[src/rtl/core/point_cloud_quaternion_rotate_top_assert.svh]
// Assertion macros shared by the quaternion rotate RTL.
`ifndef POINT_CLOUD_QUATERNION_ROTATE_TOP_ASSERT_SVH
`define POINT_CLOUD_QUATERNION_ROTATE_TOP_ASSERT_SVH

`ifndef SYNTHESIS
`define PCQR_ASSERT_SAME(lbl, ant, con) \
  lbl: assert property (@(posedge clk) disable iff (!rst_n) (ant) |-> (con)) \
    else $error("pcqr: same-cycle check failed");
`define PCQR_ASSERT_NEXT(lbl, ant, con) \
  lbl: assert property (@(posedge clk) disable iff (!rst_n) (ant) |=> (con)) \
    else $error("pcqr: next-cycle check failed");
`else
`define PCQR_ASSERT_SAME(lbl, ant, con)
`define PCQR_ASSERT_NEXT(lbl, ant, con)
`endif

`endif

[src/rtl/core/pcqr_pkg.sv]
// Package: constants, types and codes of the quaternion point rotator.
`timescale 1ns / 1ps
`default_nettype none
package pcqr_pkg;
  localparam int DEF_COORD_WIDTH = 24;
  localparam int DEF_QUAT_WIDTH  = 16;
  localparam int NORM_W = 17;
  localparam int PQ_W   = 32;
  localparam int MAT_W  = 34;
  localparam int QUO_W  = 33;
  localparam int RAD_W  = 34;
  localparam int ROOT_W = 17;
  localparam int SQ_W   = 21;
  localparam int CNT_W  = 6;
  localparam int NPROD  = 10;
  localparam int NMAT   = 9;
  localparam int RSHIFT = 30;
  localparam logic [CNT_W-1:0] DIV_LAST  = 6'd32;
  localparam logic [CNT_W-1:0] SQRT_LAST = 6'd16;
  localparam logic [CNT_W-1:0] PROD_LAST = 6'd9;
  localparam logic signed [NORM_W-1:0] ONE_Q   = 17'sd32768;
  localparam logic signed [MAT_W-1:0]  MAT_ONE = 34'sd1073741824;

  typedef enum logic [1:0] {
    REG_ROT_X = 2'd0,
    REG_ROT_Y = 2'd1,
    REG_ROT_Z = 2'd2,
    REG_ROT_W = 2'd3
  } reg_idx_t;

  typedef enum logic [2:0] {
    N_IDLE, N_SUM, N_LOAD, N_DIV, N_SQRT, N_STORE, N_PROD, N_MAT
  } norm_state_t;

  typedef struct packed {
    logic                            ready;
    logic [NMAT-1:0][MAT_W-1:0]      ent;
  } rot_mat_t;
endpackage
`default_nettype wire

[src/rtl/core/pcqr_norm.sv]
// Quaternion normalizer: sequential divide and square root, builds the rotation matrix.
`timescale 1ns / 1ps
`default_nettype none
`include "point_cloud_quaternion_rotate_top_assert.svh"
module pcqr_norm #(
  parameter int QUAT_WIDTH = pcqr_pkg::DEF_QUAT_WIDTH
) (
  input  wire logic                   clk,
  input  wire logic                   rst_n,
  input  wire logic                   cfg_we,
  input  wire logic [1:0]             cfg_addr,
  input  wire logic [QUAT_WIDTH-1:0]  cfg_wdata,
  output pcqr_pkg::rot_mat_t          mat
);
  localparam int SQR_W = 2 * QUAT_WIDTH;
  localparam int SUM_W = SQR_W + 1;
  localparam int REM_W = SUM_W + 1;

  pcqr_pkg::norm_state_t state_r, state_nxt;
  logic signed [QUAT_WIDTH-1:0] rot_x_r, rot_y_r, rot_z_r, rot_w_r;
  logic [pcqr_pkg::CNT_W-1:0]   cnt_r;
  logic [1:0]                   comp_r;
  logic [SUM_W-1:0]             sum_r;
  logic [REM_W-1:0]             rem_r;
  logic [pcqr_pkg::QUO_W-1:0]   quo_r;
  logic [pcqr_pkg::RAD_W-1:0]   rad_r;
  logic [pcqr_pkg::SQ_W-1:0]    sqr_r;
  logic [pcqr_pkg::ROOT_W-1:0]  root_r;
  logic signed [pcqr_pkg::NORM_W-1:0] nx_r, ny_r, nz_r, nw_r;
  logic signed [pcqr_pkg::PQ_W-1:0]   prod_r [pcqr_pkg::NPROD];
  logic [pcqr_pkg::NMAT-1:0][pcqr_pkg::MAT_W-1:0] ent_r, ent_val;

  logic signed [QUAT_WIDTH-1:0] comp_val;
  logic signed [SQR_W-1:0]      comp_sq;
  logic [SUM_W-1:0]             sq_ext, sum_acc;
  logic [REM_W-1:0]             shifted, diff;
  logic                         div_ge;
  logic [pcqr_pkg::SQ_W-1:0]    sq_sh, trial;
  logic                         sq_ge;
  logic [pcqr_pkg::ROOT_W:0]    half;
  logic signed [pcqr_pkg::NORM_W-1:0] nval, nmag, pa, pb;
  logic signed [2*pcqr_pkg::NORM_W-1:0] prod_full;
  logic signed [pcqr_pkg::MAT_W-1:0] xx, yy, zz, ww, xy, xz, yz, wx, wy, wz;

  always_comb begin
    case (pcqr_pkg::reg_idx_t'(comp_r))
      pcqr_pkg::REG_ROT_X: comp_val = rot_x_r;
      pcqr_pkg::REG_ROT_Y: comp_val = rot_y_r;
      pcqr_pkg::REG_ROT_Z: comp_val = rot_z_r;
      default:             comp_val = rot_w_r;
    endcase
    comp_sq = comp_val * comp_val;
    sq_ext  = {1'b0, comp_sq};
    sum_acc = sum_r + sq_ext;
    shifted = (cnt_r == '0) ? rem_r : {rem_r[REM_W-2:0], 1'b0};
    div_ge  = shifted >= {1'b0, sum_r};
    diff    = shifted - {1'b0, sum_r};
    sq_sh   = {sqr_r[pcqr_pkg::SQ_W-3:0], rad_r[pcqr_pkg::RAD_W-1:pcqr_pkg::RAD_W-2]};
    trial   = {2'b00, root_r, 2'b01};
    sq_ge   = sq_sh >= trial;
    half    = {1'b0, root_r} + (pcqr_pkg::ROOT_W + 1)'(1);
    nmag    = $signed(half[pcqr_pkg::ROOT_W:1]);
    nval    = comp_val[QUAT_WIDTH-1] ? -nmag : nmag;
    case (cnt_r[3:0])
      4'd0:    begin pa = nx_r; pb = nx_r; end
      4'd1:    begin pa = ny_r; pb = ny_r; end
      4'd2:    begin pa = nz_r; pb = nz_r; end
      4'd3:    begin pa = nw_r; pb = nw_r; end
      4'd4:    begin pa = nx_r; pb = ny_r; end
      4'd5:    begin pa = nx_r; pb = nz_r; end
      4'd6:    begin pa = ny_r; pb = nz_r; end
      4'd7:    begin pa = nw_r; pb = nx_r; end
      4'd8:    begin pa = nw_r; pb = ny_r; end
      default: begin pa = nw_r; pb = nz_r; end
    endcase
    prod_full = pa * pb;
    xx = pcqr_pkg::MAT_W'(prod_r[0]);
    yy = pcqr_pkg::MAT_W'(prod_r[1]);
    zz = pcqr_pkg::MAT_W'(prod_r[2]);
    ww = pcqr_pkg::MAT_W'(prod_r[3]);
    xy = pcqr_pkg::MAT_W'(prod_r[4]);
    xz = pcqr_pkg::MAT_W'(prod_r[5]);
    yz = pcqr_pkg::MAT_W'(prod_r[6]);
    wx = pcqr_pkg::MAT_W'(prod_r[7]);
    wy = pcqr_pkg::MAT_W'(prod_r[8]);
    wz = pcqr_pkg::MAT_W'(prod_r[9]);
    ent_val[0] = ww + xx - yy - zz;
    ent_val[1] = (xy - wz) <<< 1;
    ent_val[2] = (xz + wy) <<< 1;
    ent_val[3] = (xy + wz) <<< 1;
    ent_val[4] = ww - xx + yy - zz;
    ent_val[5] = (yz - wx) <<< 1;
    ent_val[6] = (xz - wy) <<< 1;
    ent_val[7] = (yz + wx) <<< 1;
    ent_val[8] = ww - xx - yy + zz;
  end

  always_comb begin
    state_nxt = state_r;
    case (state_r)
      pcqr_pkg::N_IDLE:  state_nxt = pcqr_pkg::N_IDLE;
      pcqr_pkg::N_SUM: begin
        if (comp_r == 2'd3) begin
          state_nxt = (sum_acc == '0) ? pcqr_pkg::N_PROD : pcqr_pkg::N_LOAD;
        end
      end
      pcqr_pkg::N_LOAD:  state_nxt = pcqr_pkg::N_DIV;
      pcqr_pkg::N_DIV: begin
        if (cnt_r == pcqr_pkg::DIV_LAST) state_nxt = pcqr_pkg::N_SQRT;
      end
      pcqr_pkg::N_SQRT: begin
        if (cnt_r == pcqr_pkg::SQRT_LAST) state_nxt = pcqr_pkg::N_STORE;
      end
      pcqr_pkg::N_STORE: begin
        state_nxt = (comp_r == 2'd3) ? pcqr_pkg::N_PROD : pcqr_pkg::N_LOAD;
      end
      pcqr_pkg::N_PROD: begin
        if (cnt_r == pcqr_pkg::PROD_LAST) state_nxt = pcqr_pkg::N_MAT;
      end
      pcqr_pkg::N_MAT:   state_nxt = pcqr_pkg::N_IDLE;
      default:           state_nxt = pcqr_pkg::N_IDLE;
    endcase
    if (cfg_we) state_nxt = pcqr_pkg::N_SUM;
    mat.ready = (state_r == pcqr_pkg::N_IDLE);
    mat.ent   = ent_r;
  end

  always_ff @(posedge clk) begin
    if (!rst_n) begin
      state_r <= pcqr_pkg::N_IDLE;
    end else begin
      state_r <= state_nxt;
    end
  end

  always_ff @(posedge clk) begin
    if (!rst_n) begin
      rot_x_r <= '0;
      rot_y_r <= '0;
      rot_z_r <= '0;
      rot_w_r <= QUAT_WIDTH'(16384);
      cnt_r   <= '0;
      comp_r  <= '0;
      for (int i = 0; i < pcqr_pkg::NMAT; i++) begin
        ent_r[i] <= (i % 4 == 0) ? pcqr_pkg::MAT_ONE : '0;
      end
    end else if (cfg_we) begin
      case (pcqr_pkg::reg_idx_t'(cfg_addr))
        pcqr_pkg::REG_ROT_X: rot_x_r <= cfg_wdata;
        pcqr_pkg::REG_ROT_Y: rot_y_r <= cfg_wdata;
        pcqr_pkg::REG_ROT_Z: rot_z_r <= cfg_wdata;
        default:             rot_w_r <= cfg_wdata;
      endcase
      comp_r <= '0;
      cnt_r  <= '0;
      sum_r  <= '0;
    end else begin
      case (state_r)
        pcqr_pkg::N_SUM: begin
          sum_r  <= sum_acc;
          comp_r <= comp_r + 2'd1;
          cnt_r  <= '0;
          if (comp_r == 2'd3 && sum_acc == '0) begin
            nx_r <= '0;
            ny_r <= '0;
            nz_r <= '0;
            nw_r <= pcqr_pkg::ONE_Q;
          end
        end
        pcqr_pkg::N_LOAD: begin
          rem_r <= {1'b0, sq_ext};
          quo_r <= '0;
          cnt_r <= '0;
        end
        pcqr_pkg::N_DIV: begin
          rem_r <= div_ge ? diff : shifted;
          quo_r <= {quo_r[pcqr_pkg::QUO_W-2:0], div_ge};
          if (cnt_r == pcqr_pkg::DIV_LAST) begin
            cnt_r  <= '0;
            rad_r  <= {1'b0, quo_r[pcqr_pkg::QUO_W-2:0], div_ge};
            sqr_r  <= '0;
            root_r <= '0;
          end else begin
            cnt_r <= cnt_r + 1'b1;
          end
        end
        pcqr_pkg::N_SQRT: begin
          sqr_r  <= sq_ge ? sq_sh - trial : sq_sh;
          root_r <= {root_r[pcqr_pkg::ROOT_W-2:0], sq_ge};
          rad_r  <= rad_r << 2;
          cnt_r  <= cnt_r + 1'b1;
        end
        pcqr_pkg::N_STORE: begin
          case (pcqr_pkg::reg_idx_t'(comp_r))
            pcqr_pkg::REG_ROT_X: nx_r <= nval;
            pcqr_pkg::REG_ROT_Y: ny_r <= nval;
            pcqr_pkg::REG_ROT_Z: nz_r <= nval;
            default:             nw_r <= nval;
          endcase
          comp_r <= comp_r + 2'd1;
          cnt_r  <= '0;
        end
        pcqr_pkg::N_PROD: begin
          prod_r[cnt_r[3:0]] <= pcqr_pkg::PQ_W'(prod_full);
          cnt_r <= cnt_r + 1'b1;
        end
        pcqr_pkg::N_MAT: begin
          ent_r <= ent_val;
          cnt_r <= '0;
        end
        default: begin
          cnt_r <= '0;
        end
      endcase
    end
  end

  `PCQR_ASSERT_NEXT(a_cfg_restart, cfg_we, state_r == pcqr_pkg::N_SUM)
  `PCQR_ASSERT_NEXT(a_div_to_sqrt, state_r == pcqr_pkg::N_DIV && cnt_r == pcqr_pkg::DIV_LAST && !cfg_we, state_r == pcqr_pkg::N_SQRT)
  `PCQR_ASSERT_NEXT(a_idle_holds, state_r == pcqr_pkg::N_IDLE && !cfg_we, state_r == pcqr_pkg::N_IDLE)
  `PCQR_ASSERT_SAME(a_sqrt_cnt, state_r == pcqr_pkg::N_SQRT, cnt_r <= pcqr_pkg::SQRT_LAST)
endmodule
`default_nettype wire

[config.mk]
export PLATFORM = sky130hd
export DESIGN_NAME = pcqr_norm
export DESIGN_NICKNAME = d
export VERILOG_FILES = /design/src/rtl/core/pcqr_pkg.sv /design/src/rtl/core/pcqr_norm.sv
export VERILOG_INCLUDE_DIRS = /design/src /design/src/rtl/core
export SDC_FILE = /design/constraint.sdc
export NUM_CORES = 2
export LEC_CHECK = 0
export ABC_AREA = 0
export BUFFER_PORTS_ARGS = -buffer_cell sky130_fd_sc_hd__buf_4
export CAP_MARGIN = 5
export CORE_ASPECT_RATIO = 2
export CORE_MARGIN = 4
export CORE_UTILIZATION = 64
export DETAILED_ROUTE_END_ITERATION = 12
export PLACE_DENSITY_LB_ADDON = 0.15
export SLEW_MARGIN = 25
export SYNTH_ARGS = -nofsm -noshare
export SYNTH_HDL_FRONTEND = slang
export SYNTH_SLANG_ARGS = --single-unit
[constraint.sdc]
create_clock -name clk -period 14.4 [get_ports clk]
set_input_delay 0.72 -clock clk [delete_from_list [all_inputs] [get_ports clk]]
set_output_delay 0.72 -clock clk [all_outputs]
set_load 0.005 [all_outputs]
Word-level counts from Yosys, hierarchy flattened
Memory sizes are Yosys's and may differ from the RTL's.
Cells that the tools add are included.
{"block": "op_classes", "addsub": 21, "multipliers": 2, "order_cmp": 2, "eq_ne": 36, "mux": 40, "bitwise": 3, "reduce_logical": 35}
{"cell": "17-bit case mux with 2 select lines", "n": 5}
{"cell": "17-bit 2-to-1 mux", "n": 8}
{"cell": "34-bit case mux with 2 select lines", "n": 2}
{"cell": "32-bit by 32-bit adder with 33-bit output", "n": 4}
{"cell": "32-bit by 32-bit subtractor with 33-bit output", "n": 4}
{"cell": "34-bit 2-to-1 mux", "n": 3}
{"cell": "17-bit case mux with 3 select lines", "n": 2}
{"cell": "33-bit by 32-bit subtractor with 34-bit output", "n": 2}
{"cell": "34-bit by 32-bit subtractor with 34-bit output", "n": 2}
{"cell": "32-bit case mux with 2 select lines", "n": 1}
{"cell": "16-bit case mux with 3 select lines", "n": 1}
{"cell": "19-bit 2-to-1 mux", "n": 2}
{"cell": "19-bit case mux with 2 select lines", "n": 1}
{"cell": "33-bit by 32-bit adder with 34-bit output", "n": 1}
{"cell": "34-bit by 32-bit adder with 34-bit output", "n": 1}
{"cell": "34-bit by 33-bit greater-or-equal comparator with 1-bit output", "n": 1}
{"cell": "34-bit by 33-bit subtractor with 34-bit output", "n": 1}
{"cell": "33-bit by 32-bit adder with 33-bit output", "n": 1}
{"cell": "33-bit zero test", "n": 1}
{"cell": "33-bit 2-to-1 mux", "n": 1}
{"cell": "16-bit by 16-bit multiplier with 32-bit output", "n": 1}
{"cell": "17-bit by 17-bit multiplier with 32-bit output", "n": 1}
{"cell": "21-bit by 19-bit greater-or-equal comparator with 1-bit output", "n": 1}
{"cell": "3-bit case mux with 7 select lines", "n": 1}
{"cell": "other kinds (36)", "n": 91}
{"block": "totals", "regBits": 612, "ramBits": 320, "in_bits": 21, "output_inout_bits": 307, "word_cells": 167, "mem_count": 1}
{"memory": "prod_r", "words": 10, "width": 32, "read_ports": 10, "rd_ports_with_merged_regs": 0, "wr": 1, "line_no": "pcqr_norm.sv:30", "rtl": "logic signed [pcqr_pkg::PQ_W-1:0] prod_r [pcqr_pkg::NPROD];"}

Longest topological paths before layout
{"block": "logic_depth", "word_depth": 9, "mapped_depth": 43, "mapped_depth_nobuf": 41}

Least setup slack after synthesis
OpenSTA, ideal clock, no wires.
{"block": "synth_timing", "path_type": "reg2reg", "start": "reg comp_r[0]", "end": "reg nx_r[0] (netlist name) (enable)", "setup_ns": 0.415, "t_arrival_ns": 10.316, "required_ns": 13.985, "setup_slack_ns": 3.670, "stages_incl_launch_ff": 41, "n_path_buf": 4, "period_less_slack_ns": 10.730, "cell_sequence": "dfxtp_1 -> inv_1 -> ha_1 -> clkbuf_1 -> a22oi_1 -> nand2_1 -> mux2i_1 -> clkbuf_1 -> clkbuf_1 -> buf_1 -> nor2_1 -> fa_1 -> inv_1 -> fa_1 -> inv_1 -> fa_1 -> fa_1 -> fa_1 -> [... 5 more ...] -> a211oi_1 -> o21ai_0 -> a221o_1 -> or3_1 -> a31o_2 -> a41oi_1 -> xnor2_1 -> ha_1 -> o21a_1 -> nor2_1 -> xnor2_1 -> nor4_1 -> nand4_1 -> nor4_1 -> nand4_1 -> nor3b_1 -> nand3_1 -> o21ai_0"}
{"block": "synth_between", "elab_chain_len": 8, "elab_cells_between_ends": 12, "cone_classes": "add/sub: 1; mul: 1; eq/ne: 5; mux: 1; reduce/logical: 4"}
{"element": "start, declared", "line_no": "pcqr_norm.sv:22", "rtl": "logic [1:0] comp_r;"}
{"element": "start signal, assigned", "line_no": "pcqr_norm.sv:161", "rtl": "comp_r <= comp_r + 2'd1;"}
{"element": "start signal, assigned", "line_no": "pcqr_norm.sv:200", "rtl": "comp_r <= comp_r + 2'd1;"}
{"element": "2-bit equality test, or another cell as far along", "line_no": "pcqr_norm.sv:46", "rtl": "case (pcqr_pkg::reg_idx_t'(comp_r))"}
{"element": "16-bit case mux with 3 select lines", "line_no": "pcqr_norm.sv:46"}
{"element": "16-bit by 16-bit multiplier with 32-bit output", "line_no": "pcqr_norm.sv:52", "rtl": "comp_sq = comp_val * comp_val;"}
{"element": "33-bit by 32-bit adder with 33-bit output", "line_no": "pcqr_norm.sv:54", "rtl": "sum_acc = sum_r + sq_ext;"}
{"element": "33-bit zero test", "line_no": "pcqr_norm.sv:163", "rtl": "if (comp_r == 2'd3 && sum_acc == '0) begin"}
{"element": "1-bit logical AND", "line_no": "pcqr_norm.sv:163"}
{"element": "2-bit != test (no source line)"}
{"element": "5-bit AND reduction (no source line) *"}
{"element": "end signal, assigned", "line_no": "pcqr_norm.sv:195", "rtl": "pcqr_pkg::REG_ROT_X: nx_r <= nval;"}
{"element": "end, declared", "line_no": "pcqr_norm.sv:29", "rtl": "logic signed [pcqr_pkg::NORM_W-1:0] nx_r, ny_r, nz_r, nw_r;"}
Every way passes the cells marked *; elsewhere a longest branch is shown, timed or not.
A chain may end at the register's enable or synchronous reset.

Worst setup path in the final report
{"block": "layout_timing", "start": "reg comp_r[0]", "end": "reg ny_r[10] (netlist name) (enable)"}
{"block": "layout_between", "elab_chain_len": 8, "elab_cells_between_ends": 12, "cone_classes": "add/sub: 1; mul: 1; eq/ne: 5; mux: 1; reduce/logical: 4"}
{"element": "2-bit equality test, or another cell as far along", "line_no": "pcqr_norm.sv:46"}
{"element": "16-bit case mux with 3 select lines", "line_no": "pcqr_norm.sv:46"}
{"element": "16-bit by 16-bit multiplier with 32-bit output", "line_no": "pcqr_norm.sv:52"}
{"element": "33-bit by 32-bit adder with 33-bit output", "line_no": "pcqr_norm.sv:54"}
{"element": "33-bit zero test", "line_no": "pcqr_norm.sv:163"}
{"element": "1-bit logical AND", "line_no": "pcqr_norm.sv:163"}
{"element": "2-bit != test (no source line)"}
{"element": "5-bit AND reduction (no source line) *"}
{"element": "end signal, assigned", "line_no": "pcqr_norm.sv:196", "rtl": "pcqr_pkg::REG_ROT_Y: ny_r <= nval;"}
{"element": "end, declared", "line_no": "pcqr_norm.sv:29"}
Marked as above.

==> results.json <==
{
  "holdPathStages": 3,
  "cp.arrival_ns": 11.85,
  "cts_buffer_depth": 3,
  "synth_edf_count": 557,
  "antenna_found_initial": 6,
  "grt-busiest-layer": "met2",
  "final_nets": 9653,
  "cts_hold_buf": 0,
  "synth_commonest_cells": "1027 x inv_1, 943 x nand2_1, 719 x nor2_1",
  "grt_max_degree": 102,
  "path_depth": 37,
  "track_usage": 0.368,
  "drtAntennaViolNets": 0,
  "critPathKind": "reg -> reg",
  "finalHoldWorstSlack_ns": 0.292,
  "tightestPinTransition_ns": 1.13,
  "clock_skew_ns": 0.0538,
  "critPathLaunchType": "register",
  "critPathRequiredTime_ns": 14.77,
  "start_util": 0.643,
  "ys_async_sr_fraction": 0,
  "yosysMostFrequentCell": "inv_1",
  "path_max_fanout": 17,
  "rsz0062_at_grt": "no",
  "drive_above_1_share": 0.0851,
  "gr-usage-met2": 0.671,
  "yosys.area.top_type": "edfxtp_1",
  "final_cell_area_um2": 83500,
  "clock_latency_ns": 0.72,
  "die_y_um": 497,
  "ir_worst_vdd_v": 0.000110,
  "hp-class": "in -> reg",
  "dp_hpwl_mm": 187,
  "syn-cell-area_um2": 76500,
  "maxSlewViolCount": 0,
  "status": "finished clean",
  "fill_cells": 9361,
  "ff_latch_area_um2": 24200,
  "vias": 61444,
  "fmaxAchievable_mhz": 87.1,
  "max_cap_violations": 0,
  "crit_buf_inv": 8,
  "wl_per_cell_um": 23.3,
  "syn_avg_cell_area_um2": 9.34,
  "cts_tree": "yes",
  "worstRegToRegCells": 37,
  "dr.pass1.iters": 7,
  "numPortBuffers": 321,
  "crit_top_cell": "inv_1",
  "fin_crit_sh": 0.797,
  "cp_slowest_cell": "mux2i_1",
  "wl_mm": 233,
  "crit_path_max_incr_delay_ns": 0.78,
  "coreArea_um2": 119000,
  "cts.sinks": 928,
  "min_period_ns": 11.48,
  "placed_cell_area_um2": 80500,
  "synthesis.instances": 8193,
  "globalRouteMet1Util": 0.360,
  "netlist-cell-type-count": 106,
  "grt_first_pass_wirelength_mm": 354,
  "synth_area_leaders": "edfxtp_1 22%, fa_1 17%, dfxtp_1 9.7%, ha_1 9.7%, inv_1 5.0%",
  "grt.met3_usage": 0.0465,
  "cts.clk_slew.worst_paths_ns": 0.07,
  "cts_resized": 0,
  "place.gp.congestion": 1.06,
  "ios": 328,
  "power_mw": 5.65,
  "cts-root-buf": "clkbuf_16",
  "cellLeakagePower_nw": 35.6,
  "synth_flop_cell": "edfxtp_1",
  "synth_top_area_share": 0.219,
  "power_density_nw_per_um2": 67.7,
  "post_cts_buffers": 0,
  "yosysSeqAreaShare": 0.316,
  "drtIter0Drc": 4189,
  "critPathTopFamily": "adder cells",
  "grt_overflow_total": 0,
  "via_per_inst": 6.14,
  "drc_errors": 0,
  "multiInputGateArea_um2": 47400,
  "setup_tns_ns": 0,
  "cp-end-kind": "register",
  "relSlewSlack": 0.240,
  "die_area_um2": 125000,
  "grt_pass1_vias": 63821,
  "ys_seq_elements": 928,
  "rows": 179,
  "final_util": 0.702,
  "setup_viol": 0,
  "yosysWarnings": 0,
  "htree_levels": 3,
  "cts_buffers": 85,
  "die_width_um": 252,
  "syn_to_final_growth_pct": 9.10,
  "hold_viol_final": 0
}
## report_power, final
group	switching, mW	internal [mW]
logic	0.280	0.142
clock network	1.09	1.32
registers	0.0162	2.80
## through the flow
stage / cells / worst slack [ns]
2_1_floorplan: 8198 / 3.67
5_1_grt: 10000 / 2.31
4_1_cts: 9995 / 3.08
3_3_place_gp: 9834 / 3.28
3_5_place_dp: 9835 / 3.11
6_report: 10001 / 2.92
## cell type report
type	instances	share of cell area
Timing Repair Buffer	419	0.0379
Multi-Input combinational cell	5918	0.568
Inverter	1032	0.0465
Clock inverter	63	0.00845
Tap cell	1538	0.0231
Clock buffer	97	0.0268
Sequential cell	928	0.289
Antenna cell	6	0.000180
## flip-flops by register name, indices dropped and copies added, names as in the netlist, 19 cells and up
signal and cells:
mat 296, prod_r 320, quo_r 32, rad_r 34, rem_r 34, sqr_r 19, sum_r 33
## layer usage
metal	share of wire	vias up	routed length, um
li1	-	28169	-
met1	0.32	29856	74800
met2	0.52	2431	121000
met3	0.051	988	12000
met4	0.11	0	25500
met5	0	-	0
## placed cells by master, fill, tap and decap left out, types with 16 or more instances in the layout
cell type and n:
o21a_1 93, dfxtp_1 371, o31ai_1 43, xnor2_1 294
mux2_2 44, nor4_1 27, o211ai_1 35, o21ai_0 288
and3_1 47, a31oi_1 56, or3_1 85, a21o_1 137
nor3_1 137, nor2b_1 54, fa_1 657, clkbuf_16 86
a211oi_1 128, buf_4 418, mux2i_1 52, o21bai_1 57
a222oi_1 24, nor3b_1 17, a22oi_1 19, a21oi_1 558
o21ai_1 32, a311oi_1 21, inv_1 1026, nand2b_1 62
ha_1 591, nor2_1 713, and2_1 84, or2_2 19
o2111ai_1 16, edfxtp_1 557, nand3_1 150, nand2_1 943
xor2_1 76, nand4_1 36
## worst paths after layout
path / from / slack (ns) / end
setup / recovery: comp_r[0] / 2.92 / ny_r[10]
hold / removal: cfg_wdata[12] / 0.29 / rot_w_r[12]
setup reg to reg: comp_r[0] / 2.92 / ny_r[10]
hold reg to reg: mat[215] / 0.45 / mat[215]
## worst min-delay path: stages
cell and delay, ns:
buf_4 0.12, nand2_1 0.05, a21oi_1 0.05
## logic make-up (layout without fill, tap and decap cells)
group | after synthesis | count (layout) | synth area share
mux | 99 | 99 | 0.0137
buf+inv | 1352 | 1611 | 0.0675
other cells | 1 | 12 | 0.0000490
compound gates | 1731 | 1731 | 0.147
simple gates | 2457 | 2457 | 0.144
xor+xnor | 377 | 377 | 0.0432
fa+ha+maj | 1248 | 1248 | 0.269
flops | 928 | 928 | 0.316
Note: power is estimated with default switching activity, not from simulation.
